<file path="config.mk">
export PLATFORM = sky130hd
export DESIGN_NAME = serial_frame_parser_with_sum_top
export DESIGN_NICKNAME = d
export VERILOG_FILES = /design/src/rtl/sfp_pkg.sv /design/src/rtl/sfp_ctrl.sv /design/src/rtl/sfp_datapath.sv /design/src/rtl/serial_frame_parser_with_sum_top.sv
export SDC_FILE = /design/constraint.sdc
export NUM_CORES = 1
export LEC_CHECK = 0
export BUFFER_PORTS_ARGS = -buffer_cell sky130_fd_sc_hd__buf_4
export CAP_MARGIN = 20
export CELL_PAD_IN_SITES_DETAIL_PLACEMENT = 0
export CELL_PAD_IN_SITES_GLOBAL_PLACEMENT = 1
export CORE_ASPECT_RATIO = 0.5
export CORE_UTILIZATION = 50
export CTS_CLUSTER_DIAMETER = 120
export DETAILED_ROUTE_END_ITERATION = 8
export PLACE_DENSITY = 0.79
export REMOVE_ABC_BUFFERS = 1
export SLEW_MARGIN = 15
export SYNTH_ARGS = -nofsm -noshare
export SYNTH_HDL_FRONTEND = slang
export SYNTH_SLANG_ARGS = --single-unit
</file>
<file path="constraint.sdc">
create_clock -name clk -period 4.3 [get_ports clk]
set_input_delay 0.215 -clock clk [delete_from_list [all_inputs] [get_ports clk]]
set_output_delay 0.215 -clock clk [all_outputs]
set_load 0.01 [all_outputs]
</file>
<file path="src/rtl/sfp_pkg.sv">
package sfp_pkg;

    // Default frame store depth in bytes
    localparam int BUF_BYTES_DEF = 64;

    // Fixed field widths
    localparam int BYTE_W     = 8;
    localparam int LEN_W      = 6;
    localparam int POS_W      = 6;
    localparam int CFG_IDX_W  = 3;
    localparam int CFG_DATA_W = 8;

    // Frame overhead around the payload: sync, sync, cmd, cmd, len, sum, end
    localparam int FRAME_OVERHEAD = 7;
    // Bytes after the last payload byte: sum and end marker
    localparam int TRAILER_BYTES  = 2;
    // Byte count slack used in the payload-done compare (count + 1 + trailer)
    localparam int DONE_SLACK     = 3;

    // Configuration register indexes
    typedef enum logic [CFG_IDX_W-1:0] {
        REG_SYNC_FIRST   = 3'd0,
        REG_SYNC_SECOND  = 3'd1,
        REG_COMMAND_HIGH = 3'd2,
        REG_COMMAND_LOW  = 3'd3,
        REG_LENGTH_MIN   = 3'd4,
        REG_LENGTH_MAX   = 3'd5,
        REG_END_MARKER   = 3'd6
    } cfg_reg_t;

    // Commands from the controller to the datapath
    typedef struct packed {
        logic wr_en;        // write rx_byte into the frame store
        logic wr_zero;      // write at address zero instead of the byte count
        logic sum_clr;      // clear the running sum
        logic sum_add;      // add rx_byte to the running sum
        logic total_load;   // latch the frame length from rx_byte
        logic replay_start; // begin replaying the stored frame
    } sfp_cmd_t;

    // Status from the datapath to the controller
    typedef struct packed {
        logic sync1_hit;
        logic sync2_hit;
        logic cmdh_hit;
        logic cmdl_hit;
        logic len_ok;
        logic len_zero;
        logic data_done;
        logic sum_hit;
        logic end_hit;
        logic replay_busy;
    } sfp_status_t;

endpackage

</file>
<file path="src/rtl/sfp_ctrl.sv">
module sfp_ctrl (
    input  logic              clk,
    input  logic              rst_n,
    input  logic              in_valid,
    output logic              in_ready,
    input  sfp_pkg::sfp_status_t status,
    output sfp_pkg::sfp_cmd_t    cmd
);
    import sfp_pkg::*;

    typedef enum logic [8:0] {
        ST_SYNC1  = 9'b000000001,
        ST_SYNC2  = 9'b000000010,
        ST_CMD0   = 9'b000000100,
        ST_CMD1   = 9'b000001000,
        ST_LEN    = 9'b000010000,
        ST_DATA   = 9'b000100000,
        ST_SUM    = 9'b001000000,
        ST_END    = 9'b010000000,
        ST_REPLAY = 9'b100000000
    } state_t;

    state_t state_reg;
    state_t state_next;
    logic   in_fire;

    // Hold off input while the stored frame is being read out
    assign in_ready = (state_reg != ST_REPLAY);
    assign in_fire  = in_valid && in_ready;

    // Decode the next phase and the datapath commands
    always_comb
    begin
        state_next = state_reg;
        cmd        = '0;
        case (state_reg)
            ST_SYNC1:
            begin
                if (in_fire)
                begin
                    cmd.wr_en   = 1'b1;
                    cmd.wr_zero = 1'b1;
                    cmd.sum_clr = 1'b1;
                    if (status.sync1_hit)
                    begin
                        state_next = ST_SYNC2;
                    end
                end
            end
            ST_SYNC2:
            begin
                if (in_fire)
                begin
                    if (status.sync2_hit)
                    begin
                        cmd.wr_en  = 1'b1;
                        state_next = ST_CMD0;
                    end
                    else
                    begin
                        state_next = ST_SYNC1;
                    end
                end
            end
            ST_CMD0:
            begin
                if (in_fire)
                begin
                    if (status.cmdh_hit)
                    begin
                        cmd.wr_en   = 1'b1;
                        cmd.sum_clr = 1'b1;
                        cmd.sum_add = 1'b1;
                        state_next  = ST_CMD1;
                    end
                    else
                    begin
                        state_next = ST_SYNC1;
                    end
                end
            end
            ST_CMD1:
            begin
                if (in_fire)
                begin
                    if (status.cmdl_hit)
                    begin
                        cmd.wr_en   = 1'b1;
                        cmd.sum_add = 1'b1;
                        state_next  = ST_LEN;
                    end
                    else
                    begin
                        state_next = ST_SYNC1;
                    end
                end
            end
            ST_LEN:
            begin
                if (in_fire)
                begin
                    if (status.len_ok)
                    begin
                        cmd.wr_en      = 1'b1;
                        cmd.sum_add    = 1'b1;
                        cmd.total_load = 1'b1;
                        state_next     = status.len_zero ? ST_SUM : ST_DATA;
                    end
                    else
                    begin
                        state_next = ST_SYNC1;
                    end
                end
            end
            ST_DATA:
            begin
                if (in_fire)
                begin
                    cmd.wr_en   = 1'b1;
                    cmd.sum_add = 1'b1;
                    if (status.data_done)
                    begin
                        state_next = ST_SUM;
                    end
                end
            end
            ST_SUM:
            begin
                if (in_fire)
                begin
                    cmd.wr_en  = 1'b1;
                    state_next = status.sum_hit ? ST_END : ST_SYNC1;
                end
            end
            ST_END:
            begin
                if (in_fire)
                begin
                    cmd.wr_en = 1'b1;
                    if (status.end_hit)
                    begin
                        cmd.replay_start = 1'b1;
                        state_next       = ST_REPLAY;
                    end
                    else
                    begin
                        state_next = ST_SYNC1;
                    end
                end
            end
            ST_REPLAY:
            begin
                // Resume hunting once every stored byte has been read
                if (!status.replay_busy)
                begin
                    state_next = ST_SYNC1;
                end
            end
            default:
            begin
                state_next = ST_SYNC1;
            end
        endcase
    end

    // Advance the phase
    always_ff @(posedge clk or negedge rst_n)
    begin
        if (!rst_n)
        begin
            state_reg <= ST_SYNC1;
        end
        else
        begin
            state_reg <= state_next;
        end
    end

endmodule

</file>
<file path="src/rtl/sfp_datapath.sv">
module sfp_datapath #(
    parameter int BUF_BYTES = sfp_pkg::BUF_BYTES_DEF
) (
    input  logic                            clk,
    input  logic                            rst_n,
    input  logic                            cfg_wr_en,
    input  logic [sfp_pkg::CFG_IDX_W-1:0]   cfg_index,
    input  logic [sfp_pkg::CFG_DATA_W-1:0]  cfg_wdata,
    input  logic [sfp_pkg::BYTE_W-1:0]      rx_byte,
    input  sfp_pkg::sfp_cmd_t               cmd,
    output sfp_pkg::sfp_status_t            status,
    input  logic                            out_ready,
    output logic                            out_valid,
    output logic [sfp_pkg::BYTE_W-1:0]      frame_byte,
    output logic [sfp_pkg::POS_W-1:0]       byte_position,
    output logic                            last
);
    import sfp_pkg::*;

    localparam int AW  = $clog2(BUF_BYTES);
    localparam int TW  = $clog2(BUF_BYTES + 1);
    localparam int TW1 = TW + 1;
    localparam logic [BYTE_W-1:0] LEN_LIMIT = BYTE_W'(BUF_BYTES - FRAME_OVERHEAD);

    // Configuration registers
    logic [BYTE_W-1:0] sync_first_reg;
    logic [BYTE_W-1:0] sync_second_reg;
    logic [BYTE_W-1:0] command_high_reg;
    logic [BYTE_W-1:0] command_low_reg;
    logic [LEN_W-1:0]  length_min_reg;
    logic [LEN_W-1:0]  length_max_reg;
    logic [BYTE_W-1:0] end_marker_reg;

    // Frame assembly state
    logic [AW-1:0]     count_reg;
    logic [AW-1:0]     count_next;
    logic [BYTE_W-1:0] sum_reg;
    logic [BYTE_W-1:0] sum_next;
    logic [TW-1:0]     total_reg;
    logic [AW-1:0]     wr_addr;

    // Replay state
    logic              rd_active_reg;
    logic [AW-1:0]     rd_idx_reg;
    logic              rd_en;
    logic              rd_last;
    logic              out_valid_reg;
    logic              out_valid_next;
    logic [BYTE_W-1:0] frame_byte_reg;
    logic [POS_W-1:0]  pos_reg;
    logic              last_reg;

    logic [BYTE_W-1:0] frame_mem [BUF_BYTES];

    // Write configuration registers
    always_ff @(posedge clk or negedge rst_n)
    begin
        if (!rst_n)
        begin
            sync_first_reg   <= 8'd170;
            sync_second_reg  <= 8'd85;
            command_high_reg <= 8'd0;
            command_low_reg  <= 8'd130;
            length_min_reg   <= 6'd3;
            length_max_reg   <= 6'd57;
            end_marker_reg   <= 8'd13;
        end
        else if (cfg_wr_en)
        begin
            case (cfg_reg_t'(cfg_index))
                REG_SYNC_FIRST:   sync_first_reg   <= cfg_wdata;
                REG_SYNC_SECOND:  sync_second_reg  <= cfg_wdata;
                REG_COMMAND_HIGH: command_high_reg <= cfg_wdata;
                REG_COMMAND_LOW:  command_low_reg  <= cfg_wdata;
                REG_LENGTH_MIN:   length_min_reg   <= cfg_wdata[LEN_W-1:0];
                REG_LENGTH_MAX:   length_max_reg   <= cfg_wdata[LEN_W-1:0];
                REG_END_MARKER:   end_marker_reg   <= cfg_wdata;
                default:          ;
            endcase
        end
    end

    // Compare the incoming byte against the expected header and trailer
    always_comb
    begin
        status.sync1_hit   = (rx_byte == sync_first_reg);
        status.sync2_hit   = (rx_byte == sync_second_reg);
        status.cmdh_hit    = (rx_byte == command_high_reg);
        status.cmdl_hit    = (rx_byte == command_low_reg);
        status.len_ok      = (rx_byte >= BYTE_W'(length_min_reg))
                          && (rx_byte <= BYTE_W'(length_max_reg))
                          && (rx_byte <= LEN_LIMIT);
        status.len_zero    = (rx_byte == '0);
        status.data_done   = (TW1'(count_reg) + TW1'(DONE_SLACK)) >= TW1'(total_reg);
        status.sum_hit     = (rx_byte == sum_reg);
        status.end_hit     = (rx_byte == end_marker_reg);
        status.replay_busy = rd_active_reg;
    end

    // Store address and running sum
    assign wr_addr    = cmd.wr_zero ? '0 : count_reg;
    assign count_next = wr_addr + AW'(1);
    assign sum_next   = (cmd.sum_clr ? '0 : sum_reg) + (cmd.sum_add ? rx_byte : '0);

    always_ff @(posedge clk or negedge rst_n)
    begin
        if (!rst_n)
        begin
            count_reg <= '0;
            sum_reg   <= '0;
            total_reg <= '0;
        end
        else
        begin
            if (cmd.wr_en)
            begin
                count_reg <= count_next;
            end
            if (cmd.sum_clr || cmd.sum_add)
            begin
                sum_reg <= sum_next;
            end
            if (cmd.total_load)
            begin
                total_reg <= rx_byte[TW-1:0] + TW'(FRAME_OVERHEAD);
            end
        end
    end

    // Write the frame store
    always_ff @(posedge clk)
    begin
        if (cmd.wr_en)
        begin
            frame_mem[wr_addr] <= rx_byte;
        end
    end

    // Read one stored byte whenever the output register is free
    assign rd_en   = rd_active_reg && (!out_valid_reg || out_ready);
    assign rd_last = (TW'(rd_idx_reg) + TW'(1)) == total_reg;

    always_comb
    begin
        out_valid_next = out_valid_reg;
        if (rd_en)
        begin
            out_valid_next = 1'b1;
        end
        else if (out_ready)
        begin
            out_valid_next = 1'b0;
        end
    end

    always_ff @(posedge clk or negedge rst_n)
    begin
        if (!rst_n)
        begin
            rd_active_reg <= 1'b0;
            rd_idx_reg    <= '0;
            out_valid_reg <= 1'b0;
        end
        else
        begin
            out_valid_reg <= out_valid_next;
            if (cmd.replay_start)
            begin
                rd_active_reg <= 1'b1;
                rd_idx_reg    <= '0;
            end
            else if (rd_en)
            begin
                rd_idx_reg <= rd_idx_reg + AW'(1);
                if (rd_last)
                begin
                    rd_active_reg <= 1'b0;
                end
            end
        end
    end

    // Load the output register from the store
    always_ff @(posedge clk)
    begin
        if (rd_en)
        begin
            frame_byte_reg <= frame_mem[rd_idx_reg];
            pos_reg        <= POS_W'(rd_idx_reg);
            last_reg       <= rd_last;
        end
    end

    assign out_valid     = out_valid_reg;
    assign frame_byte    = frame_byte_reg;
    assign byte_position = pos_reg;
    assign last          = last_reg;

endmodule

</file>
<file path="src/rtl/serial_frame_parser_with_sum_top.sv">
// Serial frame parser with additive checksum.
// Input channel (in_valid/in_ready, rx_byte) takes one received byte per item.
// The parser hunts for two sync bytes, a two-byte command and a length byte
// inside [length_min, length_max]; it stores the payload, keeps an 8-bit
// wrapping sum from the first command byte through the payload, then checks
// the sum byte and the end marker.
// Output channel (out_valid/out_ready) carries frame_byte, byte_position and
// last. A good frame is replayed in full, length + 7 bytes, last set on the
// final one; a bad frame produces nothing.
// Throughput: one input byte per cycle while hunting and collecting. After the
// end marker the frame is read from the store at one byte per cycle while the
// receiver keeps taking them; input is held off until the last byte is read.
// Accepting the end marker sets the replay flag, and the first stored byte is
// then loaded into the output register. A stalled receiver holds the output
// register and pauses the store reads. Reset returns to hunting for the first
// sync byte and loads default register values. The user must write registers
// via cfg_wr_en/cfg_index/cfg_wdata only while the block idles (not enforced).
module serial_frame_parser_with_sum_top #(
    parameter int BUF_BYTES = sfp_pkg::BUF_BYTES_DEF
) (
    input  logic                            clk,
    input  logic                            rst_n,
    input  logic                            cfg_wr_en,
    input  logic [sfp_pkg::CFG_IDX_W-1:0]   cfg_index,
    input  logic [sfp_pkg::CFG_DATA_W-1:0]  cfg_wdata,
    input  logic                            in_valid,
    output logic                            in_ready,
    input  logic [sfp_pkg::BYTE_W-1:0]      rx_byte,
    output logic                            out_valid,
    input  logic                            out_ready,
    output logic [sfp_pkg::BYTE_W-1:0]      frame_byte,
    output logic [sfp_pkg::POS_W-1:0]       byte_position,
    output logic                            last
);
    import sfp_pkg::*;

    sfp_cmd_t    cmd;
    sfp_status_t status;

    sfp_ctrl u_ctrl (
        .clk      (clk),
        .rst_n    (rst_n),
        .in_valid (in_valid),
        .in_ready (in_ready),
        .status   (status),
        .cmd      (cmd)
    );

    sfp_datapath #(
        .BUF_BYTES (BUF_BYTES)
    ) u_datapath (
        .clk           (clk),
        .rst_n         (rst_n),
        .cfg_wr_en     (cfg_wr_en),
        .cfg_index     (cfg_index),
        .cfg_wdata     (cfg_wdata),
        .rx_byte       (rx_byte),
        .cmd           (cmd),
        .status        (status),
        .out_ready     (out_ready),
        .out_valid     (out_valid),
        .frame_byte    (frame_byte),
        .byte_position (byte_position),
        .last          (last)
    );

endmodule

</file>
======== Yosys cells after proc, flatten, opt, wreduce, memory -nomap -nowiden ========
Memories as Yosys holds them, arrays and structs flattened. A register that Yosys moved wholly into a read port is not among the register bits.
Cells that the tools add are included.
operators by class
  add/subtract/negate cells ............... 6
  magnitude comparators ................... 4
  equality and inequality tests ........... 34
  muxes and demuxes ....................... 53
  reductions and logical operators ........ 22
operators with widths
  cell                                                   count
  two-way mux 9 bit                                      13
  case mux 9 bit (9 select lines)                        1
  == test 8 bit                                          6
  two-way mux 8 bit                                      3
  two-way mux 1 bit                                      21
  two-way mux 6 bit                                      3
  inequality test 2 x 1 -> 1 bit, second input constant  8
  AND reduction 2 bit                                    8
  adder 6 x 1 -> 6 bit, second input constant            2
  AND reduction 11 bit                                   1
  == test 3 bit, second input constant                   3
  == test 9 x 1 -> 1 bit, second input constant          1
  == test 9 x 2 -> 1 bit, second input constant          1
  == test 9 x 3 -> 1 bit, second input constant          1
  == test 9 x 4 -> 1 bit, second input constant          1
  == test 9 x 5 -> 1 bit, second input constant          1
  == test 9 x 6 -> 1 bit, second input constant          1
  == test 9 x 7 -> 1 bit, second input constant          1
  == test 9 x 8 -> 1 bit, second input constant          1
  == test 9 bit, second input constant                   1
  inequality test 9 bit, second input constant           1
  adder 8 bit                                            1
  >= comparator 8 x 6 -> 1 bit                           1
  >= comparator 8 x 7 -> 1 bit                           1
  other kinds (24)                                       37
word-level totals
  bits in registers ....................... 97
  bits in writable memories ............... 512
  bits of input ports ..................... 24
  word-level logic and storage cells ...... 136
  memories kept ........................... 1
memory list
  name                  words  width  rd ports  clocked after Yosys merged registers in  write ports  line                source
  u_datapath.frame_mem  64     8      1         1                                        1            sfp_datapath.sv:53  logic [BYTE_W-1:0] frame_mem [BUF_BYTES];

======== Depth between registers and ports, before layout ========
  depth after elaboration ................. 8
  depth in mapped cells ................... 18
  depth with buffers taken out ............ 16

======== Cells and area by module ========
A second synthesis with hierarchy kept.
unflattened totals
  cell total of the unflattened synthesis .. 1486
  area, all modules ....................... 25923.6 µm²
by module, submodules not included
  module        times used  cells each  area an instance (µm²)
  sfp_datapath  1           1388        25096.6
  sfp_ctrl      1           98          827.0

======== Least setup slack after synthesis ========
Ideal clock, no wire load.
  path kind ............................... register -> register
  start ................................... register u_ctrl.state_reg[4]
  end ..................................... register u_datapath.sum_reg[7]
  data arrival time ....................... 4.201 ns
  required time ........................... 4.161 ns
  slack ................................... -0.040 ns
  stages on the path, launching flop included .. 18
  cells stage by stage .................... dfrtp_1 -> buf_6 -> or3_1 -> buf_2 -> or3_4 -> nor4_2 -> nor3_1 -> a21oi_1 -> clkbuf_1 -> and2_1 -> ha_1 -> a21o_1 -> a211oi_1 -> nor2_1 -> o41ai_1 -> nand2b_1 -> a21oi_1 -> or4_1
between the ends
  cells in the longest elaborated chain, start to end .. 6
RTL lines
  item                                                                                       line                 source
  from (decl)                                                                                sfp_ctrl.sv:23       state_t state_reg;
  from (signal assigned)                                                                     sfp_ctrl.sv:175      state_reg <= state_next;
  inequality test 9 bit                                                                      sfp_ctrl.sv:28       assign in_ready = (state_reg != ST_REPLAY);
  logical AND 1 bit                                                                          sfp_ctrl.sv:29       assign in_fire = in_valid && in_ready;
  two-way mux 1 bit (tied with other cells)                                                  sfp_ctrl.sv:117      if (in_fire)
  case mux 1 bit (4 select lines) / case mux 1 bit (2 select lines) (equally long branches)  sfp_ctrl.sv:36       case (state_reg)
  two-way mux 8 bit                                                                          sfp_datapath.sv:103  assign sum_next = (cmd.sum_clr ? '0 : sum_reg) + (cmd.sum_add ? rx_byte : '0);
  adder 8 bit                                                                                sfp_datapath.sv:103
  to (signal assigned)                                                                       sfp_datapath.sv:121  sum_reg <= sum_next;
  to (decl)                                                                                  sfp_datapath.sv:37   logic [BYTE_W-1:0] sum_reg;
Several ways; a longest one is shown, not always the timed one.
A chain may end at the register's enable or synchronous reset.

======== Final worst setup path ========
  start ................................... register u_datapath.length_max_reg[3]
  end ..................................... register u_datapath.sum_reg[7]
between the ends
  cells in the longest elaborated chain, start to end .. 8
RTL lines
  item                                 line                 source
  from (decl)                          sfp_datapath.sv:31   logic [LEN_W-1:0] length_max_reg;
  from (signal assigned)               sfp_datapath.sv:76   REG_LENGTH_MAX: length_max_reg <= cfg_wdata[LEN_W-1:0];
  <= comparator 8 x 6 -> 1 bit (*)     sfp_datapath.sv:91   && (rx_byte <= BYTE_W'(length_max_reg))
  logical AND 1 bit (*)                sfp_datapath.sv:91
  logical AND 1 bit (*)                sfp_datapath.sv:92   && (rx_byte <= LEN_LIMIT);
  two-way mux 2 bit (*)                sfp_ctrl.sv:102      if (status.len_ok)
  two-way mux 2 bit (*)                sfp_ctrl.sv:100      if (in_fire)
  case mux 1 bit (4 select lines) (*)  sfp_ctrl.sv:36
  two-way mux 8 bit                    sfp_datapath.sv:103
  adder 8 bit                          sfp_datapath.sv:103
Every way passes the cells marked *; elsewhere a longest branch is shown, timed or not.

==> flow_summary.yaml <==
placed_design:
  gp_congestion: 0.871
  dp_hpwl_um: 36600
  port_buffers: 40
  dpl.cell_count: 2175
timing:
  hold_viol_final: 0
  tightest_slew_ns: 0.988
  slew_headroom: 0.336
  period_needed_ns: 4.17
  skew_ns: 0.0255
  fin_crit_sh: 0.969
  slew_viol_final: 0
  setup_viol_count_final: 0
  tns_ns: 0
  fmax_ghz: 0.240
clock_tree:
  clkSlewWorstSetupHoldPaths_ns: 0.07
  cts-root-buf: "clkbuf_16"
  cts.sinks: 617
  cts-htree-levels: 2
  cts_tree: "yes"
  clock_path_buffers: 3
  clk_latency_ns: 0.60
  cts-buffers-inserted: 54
floorplan:
  dieHeight_um: 163
  rows: 58
  dieArea_sq_um: 52900
  io_pins: 41
  start_util: 0.512
  coreArea_sq_um: 50700
  die_w_um: 324
grt:
  grt_max_degree: 72
  grt_pass1_wl_um: 87200
  track_usage: 0.226
  grt_pass1_vias: 13900
  grt-ovfl-total: 0
  grt_antenna_before_repair: 3
cells_and_area:
  nets: 1609
  num-fill-cells: 3617
  stdcell_count: 2287
  drive_above_1_share: 0.322
  largest_reg_flops: 512
  ff_latch_area_sq_um: 18100
  area_growth_pct: 14.2
  multi_input_area_sq_um: 7570
outcome:
  status: "completed"
detailed_routing:
  viasPerCell: 6.00
  wl_um: 58100
  first_iter_violations: 1493
  ant_nets: 0
  via_count: 13700
  drt_pass1_iterations: 5
  route.detailed.drc: 0
  wl_per_cell_um: 25.4
setup_path:
  crit_fanout: 10
  worstPathArrival_ns: 4.63
  crit_path_end_kind: "flip-flop"
  start_kind: "flip-flop"
  crit_type: "reg2reg"
  worstPathRequired_ns: 4.76
flow_run:
  maxCapViolations: 0
logic_synthesis:
  syn-instance-count: 1396
  yosys.cell_types.count: 67
  ys_seq_area_frac: 0.697
  synth-async-reset-ratio: 0.146
  synth_ff_type: "edfxtp_1"
  synth_area_sq_um: 26000
  synth_edf_count: 527
  yosysWarnings: 0
  synth-seq-cells: 617
  avgSynthCellArea_sq_um: 18.6
pwr:
  power_mw: 12.8
  vdd_drop_max_mv: 0.317
  leakage_nw: 9.82
  power_density_nw_per_um2: 432
worst_hold_path:
  hold_path.class: "in2reg"
[per-layer routing]
layer  track usage  vias up  routed length (um)
met1         0.329     7208               24300
met5             0        -                   0
met4        0.0517        0                1180
met3        0.0425       79                4870
li1              -     5883                   -
met2         0.359      557               27800
[kinds of logic (layout without fill, tap and decap cells)]
family                     count (synthesis)  count (layout)  synth area share
and+or+nand+nor                          256             256            0.0518
buffers and inverters                     99             299            0.0157
xor gates and xnor gates                  76              76            0.0256
other                                      0               1                 0
DFF                                      617             617             0.697
muxes                                    228             228             0.172
AOI/OAI and AO/OA                         88              88            0.0222
adders and majority gates                 32              32            0.0157
[cell type report]
| cell class | instances | share of cell area |
|---|---|---|
| inverter | 29 | 0.00367 |
| tap | 690 | 0.0291 |
| antenna | 1 | 0.0000844 |
| timing repair buffer | 171 | 0.0455 |
| clock inverter | 28 | 0.00726 |
| clock buffer | 71 | 0.0484 |
| multi-input combinational | 680 | 0.255 |
| sequential | 617 | 0.611 |
[Yosys cell counts, types with 13 or more instances]
library cell  count  share of area
a21oi_1          22         0.0042
buf_1            16         0.0023
buf_2            14         0.0027
clkbuf_1         37         0.0053
dfrtp_1          70          0.067
dfstp_2          20          0.020
edfxtp_1        527           0.61
ha_1             31          0.015
inv_1            28         0.0040
mux2_2           58          0.025
mux4_2          168           0.15
nand2_1          27         0.0039
nand3_1          19         0.0037
nor2_1           84          0.012
nor2b_1          13         0.0031
nor3_1           34         0.0066
o21ai_0          25         0.0048
xnor2_1          39          0.013
xor2_1           37          0.012
[cell usage in the layout, fill, tap and decap left out, drive strengths merged, types with 30 or more instances in the layout]
cell    Yosys  layout
mux2       58      58
edfxtp    527     527
nor2       85      85
clkbuf     37      71
xor2       37      37
nor3       35      35
inv        28      30
xnor2      39      39
mux4      168     168
buf        33     160
dfrtp      70      70
ha         31      31
[metrics by stage]
stage	util	cell area, sq um	hold WS (ns)	setup slack, ns
after floorplan	-	25700	-0.0806	-2.58
after global placement	0.547	27800	0.212	-0.0190
after detailed placement	0.547	27800	0.215	-0.0579
after CTS	0.582	29500	0.0284	0.0469
after global routing	0.585	29600	0.0245	-0.0429
final	0.585	29700	0.0461	0.133
[final timing paths]
kind,slack (ns),to,depth (start not counted),startpoint
setup reg to reg,0.13,u_datapath.sum_reg[7],17,u_datapath.length_max_reg[3]
min in group asynchronous,0.13,u_datapath.command_low_reg[3],2,rst_n
setup / recovery,0.13,u_datapath.sum_reg[7],17,u_datapath.length_max_reg[3]
max in group asynchronous,2.98,u_datapath.rd_idx_reg[0],3,rst_n
hold / removal,0.05,u_datapath.frame_mem[35][7],1,rx_byte[7]
hold reg to reg,0.51,u_datapath.length_min_reg[1],2,u_datapath.length_min_reg[1]
[report_power, final]
group	total (mW)	internal (mW)	switching [mW]	leakage (nW)
combinational	1.31	0.529	0.776	3.20
clock	4.63	2.48	2.15	0.807
sequential	6.87	6.72	0.147	5.81
total	12.8	9.73	3.07	9.82
[critical path, stage by stage (launching register included)]
cell and delay, ns:
dfstp_2 0.53, inv_1 0.04, ha_1 0.28, nand3_1 0.12, o22ai_2 0.25, o221ai_4 0.17
or3_4 0.41, a21oi_4 0.21, buf_6 0.16, and2_1 0.17, ha_4 0.22, a211oi_2 0.23
nor2_2 0.08, o41ai_2 0.30, buf_4 0.18, nand2b_1 0.10, a211oi_1 0.07, or4_1 0.52
[repair_timing]
action,in CTS,in global routing
gates resized for setup,2,17
hold buffers,11,0
buffers inserted,0,1
cloned,0,0
pin swaps,0,7
hold endpoints to repair,92,0
endpoints found under the setup margin,1,1
Note: power is estimated with default switching activity, not from simulation.
